<file path="config.mk">
export PLATFORM = sky130hd
export DESIGN_NAME = kiht_ctrl
export DESIGN_NICKNAME = d
export VERILOG_FILES = /design/src/kiht_pkg.sv /design/src/kiht_ctrl.sv
export SDC_FILE = /design/constraint.sdc
export NUM_CORES = 1
export LEC_CHECK = 0
export BUFFER_PORTS_ARGS = -buffer_cell sky130_fd_sc_hd__buf_2
export CAP_MARGIN = 30
export CORE_AREA = 2 2 39 41
export DETAILED_ROUTE_END_ITERATION = 16
export DIE_AREA = 0 0 41 43
export PLACE_DENSITY = 0.6
export SYNTH_ARGS = -nofsm -noshare
export SYNTH_HDL_FRONTEND = slang
export SYNTH_SLANG_ARGS = --single-unit
</file>
<file path="constraint.sdc">
create_clock -name clock -period 3.8 [get_ports clock]
set_input_delay 1.14 -clock clock [delete_from_list [all_inputs] [get_ports clock]]
set_output_delay 1.14 -clock clock [all_outputs]
set_load 0.01 [all_outputs]
</file>
<file path="src/kiht_pkg.sv">
// Package: types and constants shared by the key interning hash table.
`timescale 1ns / 1ps
package kiht_pkg;
   localparam int SLOTS        = 1024;
   localparam int KEY_BITS     = 64;
   localparam int SLOT_W       = $clog2(SLOTS);
   localparam int KEY_CAPACITY = SLOTS - SLOTS / 4;
   localparam int ID_W         = $clog2(KEY_CAPACITY);
   localparam int CNT_W        = $clog2(KEY_CAPACITY + 1);
   localparam int SLOT_CNT_W   = $clog2(SLOTS + 1);
   localparam logic [ID_W-1:0] ID_EMPTY = '1;

   localparam logic [1:0] FUNC_FIND  = 2'd0;
   localparam logic [1:0] FUNC_GET   = 2'd1;
   localparam logic [1:0] FUNC_CLEAR = 2'd2;
   localparam logic [1:0] FUNC_RSVD  = 2'd3;

   typedef struct packed {
      logic [1:0]          func;
      logic [KEY_BITS-1:0] key;
      logic [31:0]         key_hash;
   } req_type;

   typedef struct packed {
      logic            found;
      logic [9:0]      key_id;
      logic            inserted;
      logic            status;
   } rsp_type;

   // Controller to datapath commands.
   typedef struct packed {
      logic load;      // capture request, aim probe at home slot
      logic advance;   // step probe index
      logic insert;    // write slot and key store, bump count
      logic clr_step;  // clear one slot
      logic clr_start; // aim clear pointer at slot zero
      logic respond;   // drive response strobe
      logic hit;       // response is a hit
      logic refuse;    // response is table full
   } cmd_type;

   // Datapath to controller status.
   typedef struct packed {
      logic slot_empty;
      logic hash_match;
      logic key_match;
      logic walked_all;
      logic table_full;
      logic clr_done;
   } sts_type;
endpackage

</file>
<file path="src/kiht_ctrl.sv">
// Controller: sequences clearing, probing and insertion.
`timescale 1ns / 1ps
module kiht_ctrl import kiht_pkg::*; (
   input  logic       clock,
   input  logic       reset,
   input  logic       start,
   input  logic [1:0] func,
   input  sts_type    sts,
   output cmd_type    cmd,
   output logic       busy
);
   typedef enum logic [2:0] {S_CLEAR, S_IDLE, S_READ, S_WAIT, S_CHECK, S_CLRRSP}
      state_type;
   state_type state_ff, state_in;
   logic [1:0] func_ff;

   always_comb begin
      cmd = '0;
      state_in = state_ff;
      busy = state_ff != S_IDLE;
      unique case (state_ff)
         S_CLEAR: begin
            if (sts.clr_done) state_in = S_CLRRSP;
            else cmd.clr_step = 1'b1;
         end
         S_CLRRSP: state_in = S_IDLE;
         S_IDLE: begin
            if (start) begin
               if (func == FUNC_CLEAR) begin
                  cmd.clr_start = 1'b1;
                  state_in = S_CLEAR;
               end else if (func == FUNC_FIND || func == FUNC_GET) begin
                  cmd.load = 1'b1;
                  state_in = S_READ;
               end else cmd.respond = 1'b1;
            end
         end
         S_READ: state_in = S_WAIT;   // slot data lands
         S_WAIT: begin
            // Slot word is valid; fetch the key for its id.
            if (sts.walked_all || sts.slot_empty) begin
               cmd.respond = 1'b1;
               state_in = S_IDLE;
               if (func_ff == FUNC_GET) begin
                  if (sts.table_full || sts.walked_all) cmd.refuse = 1'b1;
                  else cmd.insert = 1'b1;
               end
            end else if (!sts.hash_match) begin
               cmd.advance = 1'b1;
               state_in = S_READ;
            end else state_in = S_CHECK;
         end
         S_CHECK: begin
            if (sts.key_match) begin
               cmd.respond = 1'b1;
               cmd.hit = 1'b1;
               state_in = S_IDLE;
            end else begin
               cmd.advance = 1'b1;
               state_in = S_READ;
            end
         end
         default: state_in = S_IDLE;
      endcase
   end

   always_ff @(posedge clock) begin
      if (reset) begin
         state_ff <= S_CLEAR;
         func_ff <= FUNC_FIND;
      end else begin
         state_ff <= state_in;
         if (cmd.load) func_ff <= func;
      end
   end
endmodule

</file>
**Word level (Yosys, flattened, before mapping)**

Cells that the tools add are included.

- Register bits after elaboration: 5
- Word-level logic and storage cells: 54
- Output and inout port bits: 9

- Equal/unequal tests: 11
- Reduce and logical (&&, ||, !) cells: 6
- Muxes and demuxes: 35

Operator list:

| operator | count |
|---|---|
| 1-bit 2-to-1 mux | 23 |
| 3-bit 2-to-1 mux | 6 |
| 3-bit case mux with 5 select lines | 1 |
| 3-bit by 2-bit == test with 1-bit output (second input constant) | 2 |
| 2-bit 2-to-1 mux | 3 |
| 2-bit by 1-bit == test with 1-bit output (second input constant) | 2 |
| 2-bit inequality test (second input constant) | 2 |
| 3-bit by 1-bit == test with 1-bit output (second input constant) | 1 |
| 3-bit == test (second input constant) | 1 |
| 3-bit zero test | 1 |
| 1-bit logical OR | 3 |
| 3-bit by 1-bit inequality test with 1-bit output (second input constant) | 1 |
| 3-bit inequality test (second input constant) | 1 |
| 1-bit case mux with 3 select lines | 1 |
| 3-bit AND reduction | 1 |
| 2-bit == test (second input constant) | 1 |
| 2-bit zero test | 1 |
| 1-bit case mux with 2 select lines | 1 |

**Longest topological paths before layout**

- Word-level depth: 6
- Gate-level depth with buffers: 6
- Mapped depth without buffers: 4

**Least setup slack after synthesis**

No wires, ideal clock.

- Kind: input-to-output
- Start point: input port sts[5] in the netlist's numbering
- End point: output port cmd[6] in the netlist's numbering
- Cell stages on the path: 1
- Arrival: 1.750 ns
- Path buffers: 0
- Slack: 0.910 ns
- Cells stage by stage: o41ai_1

- Longest elaborated chain between the ends: 3

Ends and longest elaborated chain:

| what | RTL line | text |
|---|---|---|
| start: declaration | kiht_ctrl.sv:8 | `input sts_type sts,` |
| 1-bit logical OR | kiht_ctrl.sv:41 | `if (sts.walked_all \|\| sts.slot_empty) begin` |
| 1-bit 2-to-1 mux | kiht_ctrl.sv:41 |  |
| 1-bit case mux with 2 select lines | kiht_ctrl.sv:21 | `unique case (state_ff)` |
| end: declaration | kiht_ctrl.sv:9 | `output cmd_type cmd,` |

Every way passes these cells.

==> flow_summary.rst <==
.. list-table::
   :header-rows: 1

   * - Metric
     - Value
   * - Final Cell Area
     - 474 µm²
   * - Router iterations before antenna repair
     - 4
   * - Classification of the worst-slack hold path
     - flop to flop
   * - Seq/Total Area, Yosys
     - 0.285
   * - Setup repair after global routing missed its margin
     - no
   * - IR Drop Worst-Case VDD
     - 0.169 mV
   * - Number of placement rows
     - 14
   * - Clock latency at the later pin of the worst-skew pair
     - 240 ps
   * - Setup TNS Final
     - 0 ps
   * - Synthesized area
     - 352 µm²
   * - Routed wire length per instance
     - 9.86 µm
   * - Maximum frequency from static timing analysis
     - 0.321 GHz
   * - Number of antenna violations at the first check in global routing
     - 0
   * - Number of input and output port buffers inserted
     - 19
   * - CP arrival
     - 1970 ps
   * - Final wirelength
     - 799 µm
   * - Yosys warning count
     - 0
   * - Most used cells in the layout excluding fill and tap cells
     - 19 x buf_2, 7 x nor2_1, 5 x nand3b_1, 5 x dfxtp_1
   * - Result of the run
     - complete, no violations
   * - Effective utilization at floorplan
     - 0.254
   * - Crit path top cell by count
     - buf_2
   * - Number of cells in the design after placement
     - 77
   * - Least setup slack across all paths after layout
     - 689 ps
   * - Crit path buf inv count
     - 2
   * - Antenna Diode Count
     - 0
   * - Per-instance average area after synthesis
     - 7.99 µm²
   * - FF/Latch Area
     - 100 µm²
   * - CTS tree
     - done
   * - Number of nets produced by synthesis
     - 55
   * - Die height
     - 43 µm
   * - PwrDens
     - 536 nW/µm²
   * - Path type of the worst setup path
     - input pin to output pin
   * - Number of hold buffers added after CTS
     - 0
   * - Start point of the critical path
     - sts[2]
   * - Worst setup EP type
     - output pin
   * - Minimum clock period after layout
     - 3110 ps
   * - Wire length of the first global-routing pass
     - 1.24 mm
   * - CP Data Required Time
     - 2660 ps
   * - Worst reg-to-reg path cell count
     - 4
   * - Share of the core filled with cells
     - 0.343
   * - Kind of cell adding the most delay to the critical path
     - compound AO/OA/AOI/OAI gates
   * - Syn Inst Count
     - 44
   * - Largest net degree at the start of global routing
     - 10
   * - Worst r2r src
     - state_ff[0]
   * - Number of pins with negative max-slew slack in the final report
     - 0
   * - Area occupied by multi-input gates
     - 233 µm²
   * - Number of nets still failing antenna checks after routing
     - 0
   * - Number of max-capacitance violations reported
     - 0
   * - Vias per cell
     - 4.78
   * - Worst reg-to-reg setup slack
     - 2240 ps
   * - Final layout net count
     - 77
   * - Clock root cell
     - clkbuf_4
   * - Fillers
     - 163
   * - Placed Area
     - 448 µm²
   * - TritonCTS sink count
     - 5
   * - Fraction of final layout cells sized beyond drive strength 1
     - 0.354
   * - Aggregate global routing overflow
     - 0
   * - CP Capture Point
     - cmd[6]
   * - Maximum net fanout on the critical path
     - 5
   * - Number of global-route vias before repair
     - 310
   * - Setup WS pre-CTS
     - 687 ps
   * - X dimension of the die
     - 41 µm
   * - Number of DRC violations after detailed routing
     - 0
   * - Number of gates resized after cts
     - 0
   * - Delay of the slowest cell on the worst path
     - 490 ps
   * - Buffer count from post-CTS setup fixing
     - 0
   * - Worst slew pin tran
     - 460 ps
   * - Floorplan die area
     - 1760 µm²
   * - Cts bufs inserted
     - 3
   * - Slowest stage cell, crit path
     - o41ai_1
   * - Routability cong.
     - 0.749
   * - Vias
     - 387
   * - Distinct cells, synth
     - 19
   * - Setup clock skew after layout
     - 0.431 ps
   * - Total number of cells along the worst setup path
     - 3
   * - Core ar.
     - 1380 µm²
   * - Total global routing track utilization
     - 0.102
   * - Share of the cycle needed by the critical path after routing
     - 0.819
   * - Commonest non-fill, non-tap cell in the layout
     - buf_2
   * - Number of buffers between clock root and the deepest sink
     - 2
   * - Number of H-tree branching levels
     - 1
   * - Number of top-level design ports
     - 20
   * - Static Leakage
     - 0.233 nW
   * - Relative area change from synthesis to final layout
     - 34.9%
   * - Final HPWL DP
     - 655 µm
   * - Cells along the critical path
     - buf_2 -> o41ai_1 -> buf_2
   * - Final cell count without fillers
     - 81
   * - Reg-to-reg endpoint
     - func_ff[0]
   * - Final Setup Violations
     - 0
   * - Clk pin slew, worst setup/hold paths
     - 40 ps
   * - Type of element launching the critical path
     - input pin
   * - Relative slew margins
     - 0.689
   * - First-iteration detailed-routing DRC count
     - 8
   * - Number of register bits inferred by synthesis
     - 5
   * - Count of final hold-check violations
     - 0
-- synth_stat cells, drive strengths merged --
master	instances	share of area
nor4	1	0.018
o21ai	2	0.028
o41ai	1	0.025
nor2	7	0.075
or3b	1	0.025
a21oi	4	0.057
o211a	1	0.028
nor3b	3	0.096
nand3b	5	0.11
and3	2	0.036
nor3	4	0.057
nand2b	2	0.036
dfxtp	5	0.28
buf	2	0.053
a211o	1	0.025
mux2i	1	0.028
nand2	2	0.021
-- state kept, by name, summed over array words and instances (netlist names) --
register / count
state_ff: 3
func_ff: 2
-- worst reg2reg max path, cell delays in order (launching register included) --
cell,delay (ps)
dfxtp_1,440
or3b_1,480
nor3b_4,280
mux2i_1,210
nor2_1,50
-- cells by family (layout without fill, tap and decap cells) --
| family | count (synthesis) | count (layout) | synth area share |
|---|---|---|---|
| multiplexers | 1 | 1 | 0.0285 |
| flip-flops | 5 | 5 | 0.285 |
| AND/OR/NAND/NOR | 27 | 27 | 0.470 |
| AO/OA/AOI/OAI | 9 | 9 | 0.164 |
| buffers and inverters | 2 | 23 | 0.0534 |
-- report_power, final --
| part | switching, mW | internal (mW) | total [mW] | leakage (nW) |
|---|---|---|---|---|
| logic | 0.0572 | 0.0510 | 0.108 | 0.177 |
| registers | 0.0211 | 0.0650 | 0.0862 | 0.0409 |
| clock network | 0.0199 | 0.0396 | 0.0595 | 0.0150 |
| total | 0.0983 | 0.156 | 0.254 | 0.233 |
-- per-stage QoR --
stage,power [mW],hold WS [ps]
after floorplan,0.173,448
after global placement,0.195,468
after detailed placement,0.196,469
after CTS,0.258,475
after global routing,0.277,484
final,0.254,473
-- per-layer routing --
layer,GRT usage,vias to the layer above,share of wire
met5,0,-,0
met4,0.0600,0,0
met3,0.0157,0,0.070
met2,0.134,12,0.44
met1,0.149,172,0.49
li1,-,203,-
-- layout make-up --
cell class | instances | share of cell area
multi-input combinational | 37 | 0.491
sequential | 5 | 0.211
timing repair buffer | 19 | 0.201
clock buffer | 4 | 0.0554
tap | 16 | 0.0422
-- worst min path at each step --
stage	slack (ps)	depth (start not counted)	start	endpoint
finish	470	1	func_ff[1]	func_ff[1]
global route	480	1	func_ff[1]	func_ff[1]
CTS	470	1	func_ff[1]	func_ff[1]
detailed placement	470	1	func_ff[1]	func_ff[1]
global placement	470	1	func_ff[1]	func_ff[1]
floorplan	450	1	func_ff[1]	func_ff[1]
(Power assumes the default switching activity.)
